### src/design/hvd_cdiv.sv
module hvd_cdiv #(
    parameter int W = 32,
    parameter int D = 3
) (
    input  logic         i_clk,
    input  logic [W-1:0] i_x,
    output logic [W-1:0] o_q,
    output logic [W-1:0] o_rem
);

    localparam int          W2    = 2 * W;
    localparam logic [63:0] MFULL = (64'd1 << W) / D;
    localparam logic [W-1:0] M    = MFULL[W-1:0];

    logic [W-1:0]  r_x;
    logic [W2-1:0] r_p;
    logic [W-1:0]  w_qe;
    logic [W-1:0]  w_qd;
    logic [W-1:0]  w_rem;
    logic [W-1:0]  n_q;
    logic [W-1:0]  n_rem;
    logic [W-1:0]  r_q;
    logic [W-1:0]  r_rem;

    // estimate is the true quotient or one below it
    always_ff @(posedge i_clk) begin
        r_x <= i_x;
        r_p <= W2'(i_x) * W2'(M);
    end

    always_comb begin
        w_qe  = r_p[W2-1:W];
        w_qd  = W'(W2'(w_qe) * W2'(D));
        w_rem = r_x - w_qd;
        if (w_rem >= W'(D)) begin
            n_q   = w_qe + W'(1);
            n_rem = w_rem - W'(D);
        end else begin
            n_q   = w_qe;
            n_rem = w_rem;
        end
    end

    always_ff @(posedge i_clk) begin
        r_q   <= n_q;
        r_rem <= n_rem;
    end

    assign o_q   = r_q;
    assign o_rem = r_rem;

endmodule

### src/design/hvd_asin_cell.sv
module hvd_asin_cell #(
    parameter int N = 0
) (
    input  logic        i_clk,
    input  logic [30:0] i_t,
    input  logic [30:0] i_z2,
    input  logic [31:0] i_sum,
    output logic [30:0] o_t,
    output logic [30:0] o_z2,
    output logic [31:0] o_sum
);

    localparam int DA = 2 * N + 2;
    localparam int DB = 2 * N + 3;

    logic [61:0] w_prod;
    logic [30:0] r_m1, r_m2, r_m3;
    logic [31:0] r_mc;
    logic [31:0] w_qa;
    logic [30:0] r_t4, r_t5, r_t6, r_t7;
    logic [30:0] w_qb;
    logic [30:0] r_z2 [0:6];
    logic [31:0] r_sum [0:6];

    assign w_prod = 62'(i_t) * 62'(i_z2);

    // t * (DA-1) / DA taken as t - ceil(t / DA)
    always_ff @(posedge i_clk) begin
        r_m1 <= w_prod[60:30];
        r_mc <= 32'(w_prod[60:30]) + 32'(DA - 1);
        r_m2 <= r_m1;
        r_m3 <= r_m2;
        r_t4 <= r_m3 - w_qa[30:0];
        r_t5 <= r_t4;
        r_t6 <= r_t5;
        r_t7 <= r_t6;
    end

    hvd_cdiv #(.W(32), .D(DA)) u_div_a (
        .i_clk (i_clk),
        .i_x   (r_mc),
        .o_q   (w_qa),
        .o_rem ()
    );

    hvd_cdiv #(.W(31), .D(DB)) u_div_b (
        .i_clk (i_clk),
        .i_x   (r_t4),
        .o_q   (w_qb),
        .o_rem ()
    );

    always_ff @(posedge i_clk) begin
        r_z2[0]  <= i_z2;
        r_sum[0] <= i_sum;
        for (int j = 1; j < 6; j++) begin
            r_z2[j]  <= r_z2[j-1];
            r_sum[j] <= r_sum[j-1];
        end
        r_z2[6]  <= r_z2[5];
        r_sum[6] <= r_sum[5] + 32'(w_qb);
    end

    assign o_t   = r_t7;
    assign o_z2  = r_z2[6];
    assign o_sum = r_sum[6];

endmodule

### config.mk
export PLATFORM = sky130hd
export DESIGN_NAME = hvd_asin_cell
export DESIGN_NICKNAME = d
export VERILOG_FILES = /design/src/design/hvd_cdiv.sv /design/src/design/hvd_asin_cell.sv
export SDC_FILE = /design/constraint.sdc
export NUM_CORES = 2
export LEC_CHECK = 0
export BUFFER_PORTS_ARGS = -buffer_cell sky130_fd_sc_hd__buf_2
export CELL_PAD_IN_SITES_DETAIL_PLACEMENT = 1
export CELL_PAD_IN_SITES_GLOBAL_PLACEMENT = 2
export CORE_MARGIN = 1
export CORE_UTILIZATION = 35
export CTS_BUF_LIST = sky130_fd_sc_hd__clkbuf_4 sky130_fd_sc_hd__clkbuf_8
export DETAILED_ROUTE_END_ITERATION = 10
export PLACE_DENSITY_LB_ADDON = 0.1
export SLEW_MARGIN = 20
export SYNTH_ARGS = -nofsm -noshare
export SYNTH_HDL_FRONTEND = slang
export SYNTH_SLANG_ARGS = --single-unit
### constraint.sdc
create_clock -name i_clk -period 20.3 [get_ports i_clk]
set_input_delay 2.03 -clock i_clk [delete_from_list [all_inputs] [get_ports i_clk]]
set_output_delay 2.03 -clock i_clk [all_outputs]
set_load 0.02 [all_outputs]
* Word-level counts from Yosys, hierarchy flattened
Memories as Yosys holds them, arrays and structs flattened.
Index checks and enable logic that the tools add are counted.
** Operators by class
- Order comparisons :: 2
- $mul :: 3
- Add/subtract/negate cells :: 7
- Multiplexer cells :: 2
** Operators with widths (count)
- 31-bit subtractor :: 2
- 31-bit by 31-bit multiplier with 61-bit output :: 1
- 31-bit by 29-bit multiplier with 60-bit output (second input constant) :: 1
- 31-bit by 1-bit adder with 32-bit output (second input constant) :: 1
- 32-bit by 31-bit adder with 32-bit output :: 1
- 32-bit by 2-bit greater-or-equal comparator with 1-bit output (second input constant) :: 1
- 32-bit subtractor :: 1
- 30-bit by 1-bit adder with 31-bit output (second input constant) :: 1
- 31-bit by 1-bit adder with 31-bit output (second input constant) :: 1
- 31-bit by 2-bit greater-or-equal comparator with 1-bit output (second input constant) :: 1
- 30-bit by 2-bit multiplier with 31-bit output (second input constant) :: 1
- 31-bit 2-to-1 mux :: 1
- 30-bit 2-to-1 mux :: 1
** Word-level totals
- Output and inout port bits :: 94
- Bits in registers :: 403
- Memories :: 2
- Input bits :: 95
- Memory bits (writable) :: 441
** Memory list
- r_sum :: words 7, width 32, read ports 7, clocked after memory_dff 0, wr ports 7, RTL line hvd_asin_cell.sv:23 : logic [31:0] r_sum [0:6];
- r_z2 :: words 7, width 31, read ports 7, clocked after memory_dff 0, wr ports 7, RTL line hvd_asin_cell.sv:22 : logic [30:0] r_z2 [0:6];

* Longest topological paths before layout
- Depth after elaboration :: 4
- Mapped depth :: 33
- Mapped depth without buffers :: 31

* Hierarchy
Synthesis repeated with hierarchy kept, for this count alone.
** Second synthesis, totals
- Cells, all modules :: 6958
- Area total of the unflattened synthesis :: 71074.4 um2
** Modules (own cells, without submodules)
- hvd_asin_cell :: cells each 4716, area each 48516.5 um2, sequential area each 13813.2 um2, instances 1
- hvd_cdiv (u_div_b) :: cells each 2145, area each 21032.7 um2, sequential area each 2462.4 um2, instances 1
- hvd_cdiv (u_div_a) :: cells each 97, area each 1525.2 um2, sequential area each 1281.2 um2, instances 1

* Least setup slack after synthesis
No wires, ideal clock.
- Path type :: in2reg
- From :: input i_z2[16]
- To :: register r_mc[31]
- Data arrival time :: 9.810 ns
- Path slack :: 10.429 ns
- Stages on the path :: 28
- Library setup time :: 0.061 ns
- Path buffers :: 2
- Required time :: 20.239 ns
- Cell sequence :: clkbuf_1 -> and2_1 -> fa_1 -> inv_1 -> fa_1 -> inv_1 -> fa_1 -> inv_1 -> fa_1 -> inv_1 -> fa_1 -> fa_1 -> fa_1 -> fa_1 -> ha_1 -> a21oi_1 -> a211oi_1 -> a211oi_1 -> nand3_1 -> o21ai_2 -> xor2_1 -> or4b_1 -> nand3b_4 -> or3_1 -> buf_6 -> or3_1 -> nor4b_1 -> and4_1
** On the way
- Cells in the longest elaborated chain, start to end :: 2
** Ends and longest elaborated chain
- start: declaration :: RTL line hvd_asin_cell.sv:6 : input logic [30:0] i_z2,
- 31-bit by 31-bit multiplier with 61-bit output :: RTL line hvd_asin_cell.sv:25 : assign w_prod = 62'(i_t) * 62'(i_z2);
- 31-bit by 1-bit adder with 32-bit output :: RTL line hvd_asin_cell.sv:30 : r_mc <= 32'(w_prod[60:30]) + 32'(DA - 1);
- end signal: assignment :: RTL line hvd_asin_cell.sv:30
- end: declaration :: RTL line hvd_asin_cell.sv:18 : logic [31:0] r_mc;
No other way between the ends.
A chain may end at the register's enable or synchronous reset.

* Final worst setup path
- From :: input i_t[18]
- To :: register r_mc[26]
** On the way
- Cells in the longest elaborated chain, start to end :: 2
** Ends and longest elaborated chain
- start: declaration :: RTL line hvd_asin_cell.sv:5 : input logic [30:0] i_t,
- 31-bit by 31-bit multiplier with 61-bit output :: RTL line hvd_asin_cell.sv:25
- via w_prod[49] :: RTL line hvd_asin_cell.sv:16 : logic [61:0] w_prod;
- 31-bit by 1-bit adder with 32-bit output :: RTL line hvd_asin_cell.sv:30
The timed path passes the listed nets, and every way through them passes these cells.

==> impl_metrics.tcl <==
set metrics [dict create \
    outcome "finished, final reports clean" \
    ctsResizeCount 0 \
    drive_gt1_share_pct 7.57 \
    hold_viol 0 \
    fin_crit_ns 11.45 \
    track_usage_pct 21.2 \
    r2r-start "r_t4[16]" \
    cp.required_ns 21.03 \
    synth_edf_count 0 \
    core_area_sq_mm 0.191 \
    async_reset_ff_share_pct 0 \
    synth_top_area_share_pct 35.2 \
    postSynthAreaPerCell_sq_um 10.4 \
    endpoint_kind "flop" \
    startpoint "i_t[18]" \
    numPortBuffers 188 \
    antenna_found_initial 13 \
    cpMostUsedCell "fa_1" \
    yosysTopAreaCell "fa_1" \
    cp_cell_sequence "buf_2 -> nand2_1 -> fa_1 -> fa_1 -> fa_1 -> fa_1 -> inv_1 -> fa_1 -> fa_1 -> fa_1 -> fa_1 -> ha_1 -> nand4_1 -> nor3_1 -> nand4_1 -> a311oi_1 -> or3_1 -> a21o_1 -> xor2_1 -> and3_1 -> nand4b_1 -> nor3_1 -> nand4_1 -> xnor2_1" \
    start_util_pct 35.3 \
    postSynthCellCount 6481 \
    critPathLaunchType "input pin" \
    hold_path_class "flop to flop" \
    ys_top_cells_by_area "fa_1 (35%), dfxtp_1 (24%), ha_1 (13%), inv_1 (7.7%), and2_1 (4.7%)" \
    grt_max_degree 33 \
    holdCritStartpoint "r_t6[15]" \
    root_buffer "clkbuf_8" \
    synth_xor_area_share_pct 2.29 \
    cpMaxStageDelayCell "a311oi_1" \
    clk_latency_ns 0.89 \
    cts_sinks 812 \
    synthAdderAreaFrac_pct 48.3 \
    fin_ws_ns 8.85 \
    tritoncts "yes" \
    finalSetupViolations 0 \
    grt_pass1_wl_um 307000 \
    overflow 0 \
    synthTopCellsByCount "inv_1 (1378), fa_1 (1185), dfxtp_1 (812)" \
    cts_max_path_buffers 3 \
    holdBufCountCts 0 \
    postRouteAntennaNets 0 \
    dr.max_layer_used "met5" \
    fmax_mhz 87.3 \
    grt_pass1_vias 50000 \
    critPathBufInv 2 \
    wirelength_met1_um 89400 \
    dieArea_sq_mm 0.194 \
    synthSimpleGateAreaFrac_pct 11.4 \
    slew_violations 0 \
    finalSetupTns_ns 0 \
    vias 43700 \
    vias_per_cell 4.71 \
    syn_to_final_growth_pct 10.2 \
    critPathMaxFanout 31 \
    h-tree-depth 4 \
    ys_ff_latch 812 \
    largest_register "r_sum" \
    die_x_um 441 \
    placed_area_sq_mm 0.0709 \
    post_cts_buffers 0 \
    crit_family "adder cells" \
    rsz0062_at_grt "no" \
    drt-total-wl_um 200000 \
    clk_transition_reported_paths_ns 0.06 \
    max_cap_viol_count 0 \
    max_stage_delay_ns 0.95 \
    dp_slack_ns 8.00 \
    die_h_um 441 \
    largest_reg_flops 224 \
    first_pass_iters 5 \
    relSlewSlack_pct 20.1 \
    worst-setup-path-type "input pin to flop" \
    synth_top_family_by_area "adder cells" \
    routed-wl-met3_um 5200 \
    synthMuxAreaShare_pct 0.154 \
    num_io_pins 189 \
    finalWeightedCongestion 0.850 \
    yosysSeqAreaShare_pct 24.2 \
    synthesis.area_sq_mm 0.0673 \
    synth_compound_area_share_pct 4.74 \
    critPathArrivalTime_ns 12.18 \
    period_share_pct 56.4 \
    numCtsBuffers 140 \
    wl_met2_um 101000 \
    syn_nets 8465 \
    worst_slew_pin_slew_ns 1.19 \
    synth_flop_cell "dfxtp_1" \
    route.detailed.drc 0 \
    postLayoutCellArea_sq_mm 0.0741 \
    synth_most_common_cell "inv_1" \
    yosysUniqueCellTypes 88 \
    drt-initial-drc-count 1587 \
    rows 160 \
    hpwl_um 158000 \
    fin_worst_skew_ns 0.0674 \
    top_regs "r_sum: 224 flops, r_z2: 217 flops" \
    yosys_warnings 0 \
    final_net_count 8627 \
    avgRoutedWirePerCell_um 21.6 \
]
## layout by cell type (no fill, tap or decap), types with 8 or more instances in the layout
cell       count
inv_1       1378
fa_1        1185
dfxtp_1      812
ha_1         704
nand2_1      594
and2_1       508
buf_2        188
clkbuf_8     160
a21oi_1      154
xnor2_1      133
nor2_1       126
o21ai_0       98
a21o_1        62
nand3_1       55
xor2_1        43
buf_4         42
clkbuf_4      41
nor3_1        35
nand4_1       31
and3_1        31
o21bai_1      25
nand2b_1      25
a31oi_1       22
nor2b_1       22
a211oi_1      20
o21a_1        17
clkinv_2      15
or3_1         13
nor4_1        12
o211ai_1      12
a21boi_0      11
bufinv_16     10
and4_1         8
o31ai_1        8
## routing by layer
metal	GRT usage, %	vias up
li1	-	20000
met1	27.2	22900
met2	37.7	584
met3	2.40	202
met4	5.31	2
met5	0	-
## area by class of cell
type                            count  area (sq um)
Clock buffer                      201          2510
Timing Repair Buffer              230          1260
Sequential cell                   812         16300
Antenna cell                        6          15.0
Tap cell                         2511          3140
Fill cell                       21200        116000
Inverter                         1378          5170
Clock inverter                     44           721
Multi-Input combinational cell   4081         45100
## kinds of logic after synthesis
kind of cell	after synthesis
compound gates	496
xor+xnor	176
fa+ha+maj	1889
buf+inv	1588
flops	812
mux	10
simple gates	1510
## stage by stage
stage	hold WS (ns)	cells	util, %
floorplan	0.310	6481	-
global placement	0.310	9012	37.2
detailed placement	0.313	9012	37.2
CTS	0.270	9257	38.9
global route	0.298	9260	38.9
finish	0.288	9263	38.9
## path summary, 6_finish.rpt
check	slack, ns	endpoint	depth (start not counted)
hold reg to reg	0.29	o_t[15]	0
setup / recovery	8.85	r_mc[26]	24
hold / removal	0.29	o_t[15]	0
setup reg to reg	10.41	u_div_b.r_p[59]	24
Power is not shown: default switching activity piles up to over one toggle a cycle in this logic, so the estimate is an artifact.
