### src/design/hvd_sqrt_cell.sv
module hvd_sqrt_cell #(
    parameter int I = 0
) (
    input  logic        i_clk,
    input  logic [60:0] i_n,
    input  logic [61:0] i_res,
    output logic [60:0] o_n,
    output logic [61:0] o_res
);

    localparam logic [61:0] BIT = 62'(1) << (2 * I);

    logic [61:0] w_trial;
    logic [61:0] w_diff;
    logic [60:0] r_n;
    logic [61:0] r_res;

    assign w_trial = i_res + BIT;
    assign w_diff  = 62'(i_n) - w_trial;

    // one root bit per step
    always_ff @(posedge i_clk) begin
        if (62'(i_n) >= w_trial) begin
            r_n   <= w_diff[60:0];
            r_res <= (i_res >> 1) + BIT;
        end else begin
            r_n   <= i_n;
            r_res <= i_res >> 1;
        end
    end

    assign o_n   = r_n;
    assign o_res = r_res;

endmodule

### config.mk
export PLATFORM = sky130hd
export DESIGN_NAME = hvd_sqrt_cell
export DESIGN_NICKNAME = d
export VERILOG_FILES = /design/src/design/hvd_sqrt_cell.sv
export SDC_FILE = /design/constraint.sdc
export NUM_CORES = 1
export LEC_CHECK = 0
export BUFFER_PORTS_ARGS = -buffer_cell sky130_fd_sc_hd__buf_4
export CAP_MARGIN = 20
export CORE_UTILIZATION = 40
export DETAILED_ROUTE_END_ITERATION = 6
export GPL_ROUTABILITY_DRIVEN = 0
export PLACE_DENSITY_LB_ADDON = 0.12
export SLEW_MARGIN = 20
export SYNTH_ARGS = -nofsm -noshare
export SYNTH_HDL_FRONTEND = slang
export SYNTH_SLANG_ARGS = --single-unit
export TNS_END_PERCENT = 20
### constraint.sdc
create_clock -name i_clk -period 13.8 [get_ports i_clk]
set_input_delay 4.14 -clock i_clk [delete_from_list [all_inputs] [get_ports i_clk]]
set_output_delay 4.14 -clock i_clk [all_outputs]
set_load 0.005 [all_outputs]
# Word-level counts from Yosys, hierarchy flattened
# Cells that the tools add are included.
[word_totals] register_bits=123
[op_classes] n_lt_le_gt_ge=1 muxes=2 add_sub_neg=3
[op_table] operator="61-bit two-way mux" count=2
[op_table] operator="61-bit by 1-bit adder with 62-bit output, second input constant" count=1
[op_table] operator="62-bit by 1-bit adder with 62-bit output, second input constant" count=1
[op_table] operator="61-bit by 62-bit greater-or-equal comparator with 1-bit output" count=1
[op_table] operator="61-bit subtractor" count=1

# Longest topological paths before layout
# Gate-level depths: netlist (run 1).
[depth] word_depth=3 mapped_depth=24 depth_no_buf=20

# Worst setup path after synthesis (run 1)
# Ideal clock, no wire load.
[synth_path] path_type="input to register" from="in i_res[13]" to="reg r_n[1], in the netlist o_n[1]" setup_time_ns=0.123 required_ns=13.677 arrival_ns=8.109 path_slack_ns=5.568 path_stages=21 cell_sequence="buf_2 -> nand2_1 -> or4_4 -> nor4_4 -> and3_1 -> and2b_1 -> nand2_1 -> nor2_1 -> xnor2_1 -> ha_1 -> clkbuf_1 -> a21oi_1 -> o21bai_1 -> a21o_1 -> a21o_1 -> a2111oi_0 -> nand3_1 -> o211ai_4 -> buf_6 -> buf_6 -> mux2_1"
[synth_via] elab_chain_len=3
[synth_rtl] item="from (decl)" line="6" text="input logic [61:0] i_res,"
[synth_rtl] item="62-bit by 1-bit adder with 62-bit output" line="18" text="assign w_trial = i_res + BIT;"
[synth_rtl] item="61-bit by 62-bit greater-or-equal comparator with 1-bit output" line="23" text="if (62'(i_n) >= w_trial) begin"
[synth_rtl] item="61-bit two-way mux" line="23"
[synth_rtl] item="to (signal assigned)" line="24" text="r_n <= w_diff[60:0];"
[synth_rtl] item="to (signal assigned)" line="27" text="r_n <= i_n;"
[synth_rtl] item="to (decl)" line="15" text="logic [60:0] r_n;"
# Every way passes these cells.
# A chain may end at the register's enable or synchronous reset.

# Worst setup path after layout (run 1)
[layout_path] from="in i_res[0]" to="reg r_res[15], in the netlist o_res[15]"
[layout_via] elab_chain_len=3
[layout_rtl] item="62-bit by 1-bit adder with 62-bit output" line="18"
[layout_rtl] item="61-bit by 62-bit greater-or-equal comparator with 1-bit output" line="23"
[layout_rtl] item="61-bit two-way mux" line="23"
[layout_rtl] item="to (signal assigned)" line="25" text="r_res <= (i_res >> 1) + BIT;"
[layout_rtl] item="to (signal assigned)" line="28" text="r_res <= i_res >> 1;"
[layout_rtl] item="to (decl)" line="16" text="logic [61:0] r_res;"
# Every way passes these cells.

==> metrics.md, run 1 <==
| Metric | Value |
|---|---|
| Post-synthesis mux area share | `0.00597` |
| Status | `complete, no violations` |
| Largest family of logic cells by synthesized area | `simple AND/OR/NAND/NOR gates` |
| Post-layout nets | `1598` |
| Hold WS | `3.92 ns` |
| Clk slew on worst S/H paths | `0.06 ns` |
| Max_cap viols | `0` |
| Critical Path Max Stage Delay | `0.55 ns` |
| Rows | `55` |
| WHS Endpoint | `o_res[6]` |
| Post-synth net total | `1386` |
| Slowest CP cell | `or3_1` |
| Total congestion overflow | `0` |
| Post-Syn Area | `9430 um^2` |
| Area grow syn2layout | `27.5%` |
| Crit start category | `input pin` |
| Remaining DRCs | `0` |
| Endpoint type of the worst setup path | `flop` |
| Largest vdd supply drop | `63.9 uV` |
| Average size of a mapped cell | `7.87 um^2` |
| Yosys reg bits | `123` |
| Hold path depth | `2` |
| EDFF count, synth | `0` |
| Largest fanout on the critical path | `96` |
| Final worst path period share | `0.666` |
| HP Start | `i_res[7]` |
| Compound-cell area share of the yosys netlist | `0.195` |
| FMAX | `109 MHz` |
| CTS tree | `built` |
| Die area | `24200 um^2` |
| Port-buffer cells | `246` |
| Critical path's top delay family | `simple AND/OR/NAND/NOR gates` |
| Kind of critical path | `input pin to flop` |
| Routed Antenna Nets | `0` |
| Cell mode on critical path | `nand3_1` |
| Finish-stage setup viols | `0` |
| Post-synthesis sequential area ratio | `0.261` |
| Synth Flop Type | `dfxtp_1` |
| CTS Sinks | `123` |
| Post-Synth XOR/XNOR Area | `0.164` |
| RSZ-0062 raised after global routing | `false` |
| WP depth | `18` |
| Hold Crit Class | `input pin to flop` |
| Gate Count Post-Synth | `1198` |
| Final hold violation count | `0` |
| Post-DR vias/cell | `5.48` |
| Largest net degree at the start of global routing | `97` |
| Power per cell area | `103 nW/um^2` |
| Initial antenna violation count | `0` |
| Total GRT Usage | `0.271` |
| First-pass GRT wire length | `50200 um` |
| Core area | `22800 um^2` |
| DR vias | `9512` |
| Number of global-route vias before repair | `9127` |
| Async set-reset flop share out of synthesis | `0` |
| Adder-cell share of the synthesized area | `0.0857` |
| Final Max Slew Viols | `0` |
| Worst rel slew slack | `0.418` |
| Cell Chain, Critical Path | `buf_4 > ha_1 > nand3_1 > nor2_1 > nand3_1 > or3_1 > xor2_1 > ha_1 > nand4_1 > nor4_1 > o221ai_1 > nor3_2 > o31ai_1 > nand3_1 > o211ai_4 > buf_4 > nor3_1 > xor2_1` |
| Pre-Repair DR Iteration Count | `6` |
| Leak pwr | `5.32 nW` |
| Diode count | `0` |
| Initial Util | `0.413` |
| Min cycle time layout | `9.19 ns` |
| Wire per inst | `19.1 um` |
| Die Ht | `156 um` |
| H-tree depth reported by CTS | `4` |
| Num CTS Buffers | `17` |
| Setup_tns | `0 ns` |
| Req. time, crit path | `14.12 ns` |
| Syn. warnings | `0` |
| Synth Area in Simple Gates | `0.247` |
| Clock buffer depth | `2` |
| Post-CTS Repair Setup Buffers | `0` |
| Chip width | `156 um` |
| Hpwl dp | `26400 um` |
| Initial DRC count | `614` |
| I/O pins | `247` |
| CP arrival | `9.51 ns` |
| Slew @ Worst Pin | `0.873 ns` |
| Synth cell types | `78` |
| Total Power | `0.00124 W` |
| Quantity of hold-fixing buffers added after cts | `0` |
| Root buf cell | `clkbuf_16` |
| Critical path buffers and inverters | `2` |
| Layout cells sized above 1 | `0.219` |
| Routed WL | `33100 um` |
| Post-cts resize count | `0` |
-- cells by family after synthesis --
| logic type | Yosys count |
|---|---|
| xor+xnor | 177 |
| compound gates | 288 |
| buf+inv | 84 |
| fa+ha+maj | 64 |
| flops | 123 |
| simple gates | 457 |
| mux | 5 |
-- synth_stat cells (5+ instances only) --
cell type / instances / share of area
and4_1: 9 / 0.0084
and3_1: 25 / 0.017
mux2_1: 5 / 0.0060
clkbuf_1: 33 / 0.013
nand2_1: 157 / 0.063
a211o_1: 6 / 0.0056
o21a_1: 5 / 0.0040
nor2b_1: 6 / 0.0040
ha_1: 63 / 0.084
nor2_1: 73 / 0.029
a21o_1: 40 / 0.032
or3_1: 9 / 0.0060
o21ai_1: 12 / 0.0064
buf_4: 6 / 0.0048
dfxtp_1: 123 / 0.26
o21bai_1: 15 / 0.012
buf_2: 11 / 0.0058
and2_1: 14 / 0.0093
nand3_1: 38 / 0.020
o21ai_0: 82 / 0.044
xor2_1: 110 / 0.10
nor4_1: 20 / 0.013
xnor2_1: 67 / 0.062
inv_1: 28 / 0.011
a31oi_1: 14 / 0.0093
nor3_1: 39 / 0.021
nand4_1: 39 / 0.026
a21oi_1: 71 / 0.038
-- state kept, by name (all words and copies together) (netlist names) --
| name | flops |
|---|---|
| o_res | 62 |
| o_n | 61 |
-- worst max-delay path by stage --
stage	startpoint	to
2_1_floorplan	i_res[13]	o_n[1]
3_3_place_gp	i_res[0]	o_res[15]
3_5_place_dp	i_res[13]	o_res[15]
4_1_cts	i_res[13]	o_res[15]
5_1_grt	i_res[0]	o_res[15]
6_report	i_res[0]	o_res[15]
-- placed cells by master (no fill, tap or decap), types with 5 or more instances in the layout --
master | synthesis | layout
buf_4 | 6 | 249
nand2_1 | 157 | 157
dfxtp_1 | 123 | 123
xor2_1 | 110 | 110
o21ai_0 | 82 | 82
nor2_1 | 73 | 73
a21oi_1 | 71 | 71
xnor2_1 | 67 | 67
ha_1 | 63 | 63
a21o_1 | 40 | 40
nand4_1 | 39 | 39
nor3_1 | 39 | 39
nand3_1 | 38 | 38
inv_1 | 28 | 28
and3_1 | 25 | 25
nor4_1 | 20 | 20
clkbuf_16 | 0 | 17
o21bai_1 | 15 | 15
and2_1 | 14 | 14
a31oi_1 | 14 | 14
o21ai_1 | 12 | 12
and4_1 | 9 | 9
or3_1 | 9 | 9
a211o_1 | 6 | 6
nor2b_1 | 6 | 6
inv_6 | 0 | 6
o21a_1 | 5 | 5
mux2_1 | 5 | 5
clkinvlp_4 | 0 | 5
-- area by class of cell --
class / count / area, um^2
fill: 2332 / 10800
multi-input combinational: 991 / 6580
sequential: 123 / 2460
timing repair buffer: 249 / 1870
clock buffer: 17 / 425
tap: 313 / 392
clock inverter: 15 / 185
inverter: 28 / 105
-- metal layers --
| layer | part of all wire | vias to the layer above | GRT usage |
|---|---|---|---|
| li1 | - | 4729 | - |
| met1 | 0.44 | 4306 | 0.357 |
| met2 | 0.45 | 412 | 0.439 |
| met3 | 0.076 | 65 | 0.0504 |
| met4 | 0.030 | 0 | 0.100 |
| met5 | 0 | - | 0 |
-- stage by stage --
step | util | instance area, um^2 | std cells | setup slack, ns
6_report | 0.526 | 12000 | 1736 | 4.61
5_1_grt | 0.526 | 12000 | 1736 | 4.30
4_1_cts | 0.526 | 12000 | 1736 | 4.73
3_5_place_dp | 0.499 | 11400 | 1704 | 4.31
3_3_place_gp | 0.499 | 11400 | 1704 | 4.34
2_1_floorplan | - | 9430 | 1198 | 5.57
-- report_power, final --
group | internal, W | total (W) | switching, W
Combinational | 0.000162 | 0.000360 | 0.000199
Clock | 0.000287 | 0.000478 | 0.000190
Sequential | 0.000389 | 0.000399 | 0.0000109
Total | 0.000837 | 0.00124 | 0.000400
Power figures use the tool's default switching activity.
==> inputs of run 2 (changes only) <==
==> constraint.sdc (replaced) <==
create_clock -name i_clk -period 7.7 [get_ports i_clk]
set_input_delay 2.31 -clock i_clk [delete_from_list [all_inputs] [get_ports i_clk]]
set_output_delay 2.31 -clock i_clk [all_outputs]
set_load 0.005 [all_outputs]
==> metrics.md, run 2 (synthesized netlist as in run 1, its figures left out) <==
| Metric | Value |
|---|---|
| Status | `complete, no violations (unchanged)` |
| First-pass GRT wire length | `51300 um (was 50200 um)` |
| Layout cells sized above 1 | `0.226 (was 0.219)` |
| Num CTS Buffers | `17 (unchanged)` |
| Req. time, crit path | `8.01 ns (was 14.12 ns)` |
| Routed WL | `33900 um (was 33100 um)` |
| Hpwl dp | `27400 um (was 26400 um)` |
| Wire per inst | `19.3 um (was 19.1 um)` |
| Area grow syn2layout | `29.2% (was 27.5%)` |
| CTS Sinks | `123 (unchanged)` |
| Total congestion overflow | `0 (unchanged)` |
| Top Layer Used | `met4 (unchanged)` |
| Rows | `55 (unchanged)` |
| Min cycle time layout | `7.25 ns` |
| Critical path's top delay family | `simple AND/OR/NAND/NOR gates (unchanged)` |
| CP Launch Point | `i_res[5] (was i_res[0])` |
| Met3 WL | `2430 um (was 2520 um)` |
| Util after Layout | `0.533 (was 0.526)` |
| Post-CTS Repair Setup Buffers | `0 (unchanged)` |
| Largest fanout on the critical path | `21 (was 96)` |
| Max_cap viols | `0 (unchanged)` |
| Power Internal | `0.00156 W (was 0.000837 W)` |
| Quantity of hold-fixing buffers added after cts | `0 (unchanged)` |
| Die area | `24200 um^2 (unchanged)` |
| Number of global-route vias before repair | `9230 (was 9127)` |
| Number of flip-flops in the largest register | `62 (unchanged)` |
| Chip width | `156 um (unchanged)` |
| Hold Crit Class | `input pin to flop (unchanged)` |
| Post-Route M1 WL | `15000 um (was 14700 um)` |
| Initial antenna violation count | `0 (unchanged)` |
| Comb power frac | `0.291 (about the same)` |
| Clk slew on worst S/H paths | `0.06 ns (about the same)` |
| Port-buffer cells | `246 (unchanged)` |
| Power per cell area | `187 nW/um^2 (was 103 nW/um^2)` |
| Routed Antenna Nets | `0 (unchanged)` |
| Root buf cell | `clkbuf_16 (unchanged)` |
| CP Capture Point | `o_res[28] (was o_res[15])` |
| P_sw | `0.000718 W (was 0.000400 W)` |
| Leak pwr | `5.43 nW (was 5.32 nW)` |
| Power share of the clock group | `0.395 (was 0.386)` |
| Post-DR vias/cell | `5.51 (was 5.48)` |
| Slew @ Worst Pin | `0.801 ns (was 0.873 ns)` |
| Remaining DRCs | `0 (unchanged)` |
| Critical Path Max Stage Delay | `0.63 ns (was 0.55 ns)` |
| Reg power frac | `0.314 (was 0.323)` |
| DR vias | `9649 (was 9512)` |
| Endpoint type of the worst setup path | `flop (unchanged)` |
| Largest net degree at the start of global routing | `50 (was 97)` |
| Pre-Repair DR Iteration Count | `5 (was 6)` |
| Clock buffer depth | `2 (unchanged)` |
| H-tree depth reported by CTS | `4 (unchanged)` |
| Post-cts resize count | `0 (unchanged)` |
| Final hold violation count | `0 (unchanged)` |
| Crit start category | `input pin (unchanged)` |
| Switching share of power | `0.316 (was 0.323)` |
| FMAX | `138 MHz` |
| Cell Chain, Critical Path | `buf_4 > and4_1 > nand3_1 > nor4_4 > and3_1 > and2b_1 > and3_4 > nand3_2 > nor3_2 > nand2_1 > xor2_1 > ha_1 > a21o_1 > a2111oi_0 > o31ai_1 > nand3_1 > nand3_1 > o211ai_4 > buf_4 > buf_4 > nor3_1 > xor2_1 (was buf_4 > ha_1 > nand3_1 > nor2_1 > nand3_1 > or3_1 > xor2_1 > ha_1 > nand4_1 > nor4_1 > o221ai_1 > nor3_2 > o31ai_1 > nand3_1 > o211ai_4 > buf_4 > nor3_1 > xor2_1)` |
| Initial Util | `0.413 (unchanged)` |
| WP depth | `22 (was 18)` |
| CP arrival | `7.55 ns (was 9.51 ns)` |
| Finish-stage setup viols | `0 (unchanged)` |
| Largest vdd supply drop | `96.0 uV (was 63.9 uV)` |
| Worst rel slew slack | `0.462 (was 0.418)` |
| Most frequent cells in the layout | `261 x buf_4, 157 x nand2_1, 123 x dfxtp_1 (was 249 x buf_4, 157 x nand2_1, 123 x dfxtp_1)` |
| Diode count | `0 (unchanged)` |
| I/O pins | `247 (unchanged)` |
| Final Max Slew Viols | `0 (unchanged)` |
| CTS tree | `built (unchanged)` |
| Critical path buffers and inverters | `3 (was 2)` |
| Kind of critical path | `input pin to flop (unchanged)` |
| Setup_tns | `0 ns (unchanged)` |
| Met2 WL | `15500 um (was 14900 um)` |
| Die Ht | `156 um (unchanged)` |
| Core area | `22800 um^2 (unchanged)` |
| Final worst path period share | `0.941` |
| Initial DRC count | `726 (was 614)` |
| Slowest CP cell | `a2111oi_0 (was or3_1)` |
| Total GRT Usage | `0.279 (was 0.271)` |
| Commonest non-fill, non-tap cell in the layout | `buf_4 (unchanged)` |
| RSZ-0062 raised after global routing | `false (unchanged)` |
| Post-layout nets | `1612 (was 1598)` |
## run 2: power by group through the flow
stage / Combinational, W / Clock [W] / Sequential (W)
2_1_floorplan: 0.000372 / 0 / 0.000733
3_3_place_gp: 0.000652 / 0 / 0.000728
3_5_place_dp: 0.000650 / 0 / 0.000728
4_1_cts: 0.000655 / 0.000907 / 0.000715
5_1_grt: 0.000719 / 0.000937 / 0.000719
6_report: 0.000661 / 0.000900 / 0.000715
## run 2: through the flow
step / hold WS, ns / instances / instance area (um^2) / power (W) / setup WS, ns
after floorplan: 2.41 / 1198 / 9430 / 0.00111 / 1.30
after global placement: 2.52 / 1718 / 11500 / 0.00138 / 0.173
after detailed placement: 2.53 / 1718 / 11500 / 0.00138 / 0.186
after CTS: 2.08 / 1750 / 12200 / 0.00228 / 0.549
after global routing: 2.08 / 1750 / 12200 / 0.00237 / 0.219
final: 2.08 / 1750 / 12200 / 0.00228 / 0.455
## run 2: worst min-delay path, stage by stage
cell and delay, ns:
buf_4 0.09, nand2_1 0.04, o21ai_0 0.05
## run 2: area by class of cell
cell class	instances	area, um^2
inverter	28	105
fill	2245	10700
multi-input combinational	991	6580
tap	313	392
clock inverter	12	185
clock buffer	20	457
timing repair buffer	263	2000
sequential	123	2460
## run 2: how the worst min path moves through the flow
| stage | slack, ns | depth (start not counted) | end | from |
|---|---|---|---|---|
| finish | 2.08 | 3 | o_n[49] | i_n[49] |
| global route | 2.08 | 2 | o_res[6] | i_res[7] |
| CTS | 2.08 | 3 | o_n[49] | i_n[49] |
| detailed placement | 2.53 | 3 | o_n[19] | i_n[19] |
| global placement | 2.52 | 3 | o_n[19] | i_n[19] |
| floorplan | 2.41 | 1 | o_res[10] | i_res[11] |
## run 2: per-layer routing
layer	vias to the layer above	track usage
met5	-	0
met4	0	0.109
met3	62	0.0499
met2	437	0.449
met1	4411	0.367
li1	4739	-
==> inputs of run 3 (changes only) <==
==> constraint.sdc (replaced) <==
create_clock -name i_clk -period 9.35 [get_ports i_clk]
set_input_delay 2.805 -clock i_clk [delete_from_list [all_inputs] [get_ports i_clk]]
set_output_delay 2.805 -clock i_clk [all_outputs]
set_load 0.005 [all_outputs]
==> metrics.md, run 3 (synthesized netlist as in run 1, its figures left out) <==
| Metric | Value |
|---|---|
| GR Layer Usage met1 | `0.360 (was 0.367)` |
| DR vias | `9617 (was 9649)` |
| Most frequent cells in the layout | `249 x buf_4, 157 x nand2_1, 123 x dfxtp_1 (was 261 x buf_4, 157 x nand2_1, 123 x dfxtp_1)` |
| Chip width | `156 um (unchanged)` |
| GR Layer Usage met2 | `0.447 (was 0.449)` |
| Port-buffer cells | `246 (unchanged)` |
| Pre-Repair DR Iteration Count | `7 (was 5)` |
| Routed WL | `33200 um (was 33900 um)` |
| Final Max Slew Viols | `0 (unchanged)` |
| Largest net degree at the start of global routing | `73 (was 50)` |
| Fin area | `12000 um^2 (was 12200 um^2)` |
| Initial Util | `0.413 (unchanged)` |
| Initial antenna violation count | `1 (was 0)` |
| Largest fanout on the critical path | `72 (was 21)` |
| FMAX | `123 MHz` |
| Post-DR vias/cell | `5.53 (was 5.51)` |
| Finish-stage setup viols | `0 (unchanged)` |
| Commonest non-fill, non-tap cell in the layout | `buf_4 (unchanged)` |
| Util after Layout | `0.524 (was 0.533)` |
| I/O pins | `247 (unchanged)` |
| Slew @ Worst Pin | `0.856 ns (was 0.801 ns)` |
| Rows | `55 (unchanged)` |
| Power per cell area | `147 nW/um^2 (was 187 nW/um^2)` |
| Req. time, crit path | `9.70 ns (was 8.01 ns)` |
| Fill count | `2300 (was 2245)` |
| Status | `complete, no violations (unchanged)` |
| Hold WS | `2.58 ns (was 2.08 ns)` |
| Remaining DRCs | `0 (unchanged)` |
| Final worst path period share | `0.871` |
| Critical Path Max Stage Delay | `0.54 ns (was 0.63 ns)` |
| Root buf cell | `clkbuf_16 (unchanged)` |
| Total congestion overflow | `0 (unchanged)` |
| Hold path depth | `3 (unchanged)` |
| Final hold violation count | `0 (unchanged)` |
| First-pass GRT wire length | `50100 um (was 51300 um)` |
| Largest vdd supply drop | `132 uV (was 96.0 uV)` |
| Clk slew on worst S/H paths | `0.06 ns (about the same)` |
| Worst rel slew slack | `0.427 (was 0.462)` |
| H-tree depth reported by CTS | `4 (unchanged)` |
| Total GRT Usage | `0.271 (was 0.279)` |
| Crit start category | `input pin (unchanged)` |
| Power Internal | `0.00117 W (was 0.00156 W)` |
| Power share of the clock group | `0.361 (was 0.395)` |
| Hold Crit Class | `input pin to flop (unchanged)` |
| Layout cells sized above 1 | `0.220 (was 0.226)` |
| GR peak layer | `met2 (unchanged)` |
| Area after DPL | `11400 um^2 (was 11500 um^2)` |
| Die Ht | `156 um (unchanged)` |
| Clock buffer depth | `2 (unchanged)` |
| Cell mode on critical path | `nand3_1` |
| Cell Chain, Critical Path | `buf_4 > ha_1 > nand3_1 > nor2_1 > nand3_1 > or3_1 > xor2_1 > ha_1 > nand4_1 > nor4_1 > o221ai_1 > nor3_2 > o31ai_1 > nand3_1 > o211ai_4 > buf_12 > buf_4 > nor3_1 > xor2_1 (was buf_4 > and4_1 > nand3_1 > nor4_4 > and3_1 > and2b_1 > and3_4 > nand3_2 > nor3_2 > nand2_1 > xor2_1 > ha_1 > a21o_1 > a2111oi_0 > o31ai_1 > nand3_1 > nand3_1 > o211ai_4 > buf_4 > buf_4 > nor3_1 > xor2_1)` |
| Post-cts resize count | `0 (unchanged)` |
| Hpwl dp | `26700 um (was 27400 um)` |
| Number of flip-flops in the largest register | `62 (unchanged)` |
| Switching share of power | `0.337 (was 0.316)` |
| CTS Sinks | `123 (unchanged)` |
| Min cycle time layout | `8.14 ns` |
| Setup_tns | `0 ns (unchanged)` |
| Reg power frac | `0.335 (was 0.314)` |
| Core area | `22800 um^2 (unchanged)` |
| Slowest CP cell | `or3_1 (was a2111oi_0)` |
| P_sw | `0.000593 W (was 0.000718 W)` |
| CP arrival | `8.50 ns (was 7.55 ns)` |
| RSZ-0062 raised after global routing | `false (unchanged)` |
| Area grow syn2layout | `27.1% (was 29.2%)` |
| Post-layout nets | `1599 (was 1612)` |
| Initial DRC count | `575 (was 726)` |
| M3 GR Usage | `0.0418 (was 0.0499)` |
| Comb power frac | `0.304 (was 0.291)` |
| Quantity of hold-fixing buffers added after cts | `0 (unchanged)` |
| Max_cap viols | `0 (unchanged)` |
| Kind of critical path | `input pin to flop (unchanged)` |
| Number of global-route vias before repair | `9060 (was 9230)` |
| Wire per inst | `19.1 um (was 19.3 um)` |
| CTS tree | `built (unchanged)` |
| Routed Antenna Nets | `0 (unchanged)` |
| Leak pwr | `5.32 nW (was 5.43 nW)` |
| Num CTS Buffers | `17 (unchanged)` |
| Endpoint type of the worst setup path | `flop (unchanged)` |
| Post-CTS Repair Setup Buffers | `0 (unchanged)` |
| Die area | `24200 um^2 (unchanged)` |
run 3: layout make-up:
cell class	instances	area (um^2)	share of cell area
repair buffers	250	1890	0.158
clock buffers	18	439	0.0367
well taps	313	392	0.0327
flip-flops and latches	123	2460	0.205
multi-input cells	991	6580	0.549
clock inverters	14	113	0.00940
diodes	1	2.50	0.000209
inverters	28	105	0.00877
run 3: power groups by stage:
stage	Combinational, W	Sequential (W)	Clock, W
after floorplan	0.000306	0.000604	0
after global placement	0.000528	0.000600	0
after detailed placement	0.000527	0.000600	0
after CTS	0.000530	0.000589	0.000642
after global routing	0.000583	0.000593	0.000668
final	0.000535	0.000589	0.000635
run 3: worst paths after layout:
kind	start	to	slack (ns)
max	i_res[0]	o_res[28]	1.21
min	i_n[17]	o_n[17]	2.58
run 3: per-stage QoR:
step / setup slack, ns / std cells / total power, W
2_1_floorplan: 2.45 / 1198 / 0.000910
3_3_place_gp: 1.12 / 1705 / 0.00113
3_5_place_dp: 1.03 / 1705 / 0.00113
4_1_cts: 1.43 / 1737 / 0.00176
5_1_grt: 0.997 / 1738 / 0.00184
6_report: 1.21 / 1738 / 0.00176
run 3: worst max-delay path: cells and delay by family:
kind            cells  cell delay [ns]
simple gates        9             2.89
xor+xnor            2             0.37
fa+ha+maj           2             0.73
buf+inv             3             0.85
compound gates      3             0.79
run 3: routing by layer:
layer	vias up	wire, um
li1	4719	-
met1	4426	14700
met2	421	15200
met3	51	2570
met4	0	854
met5	-	0
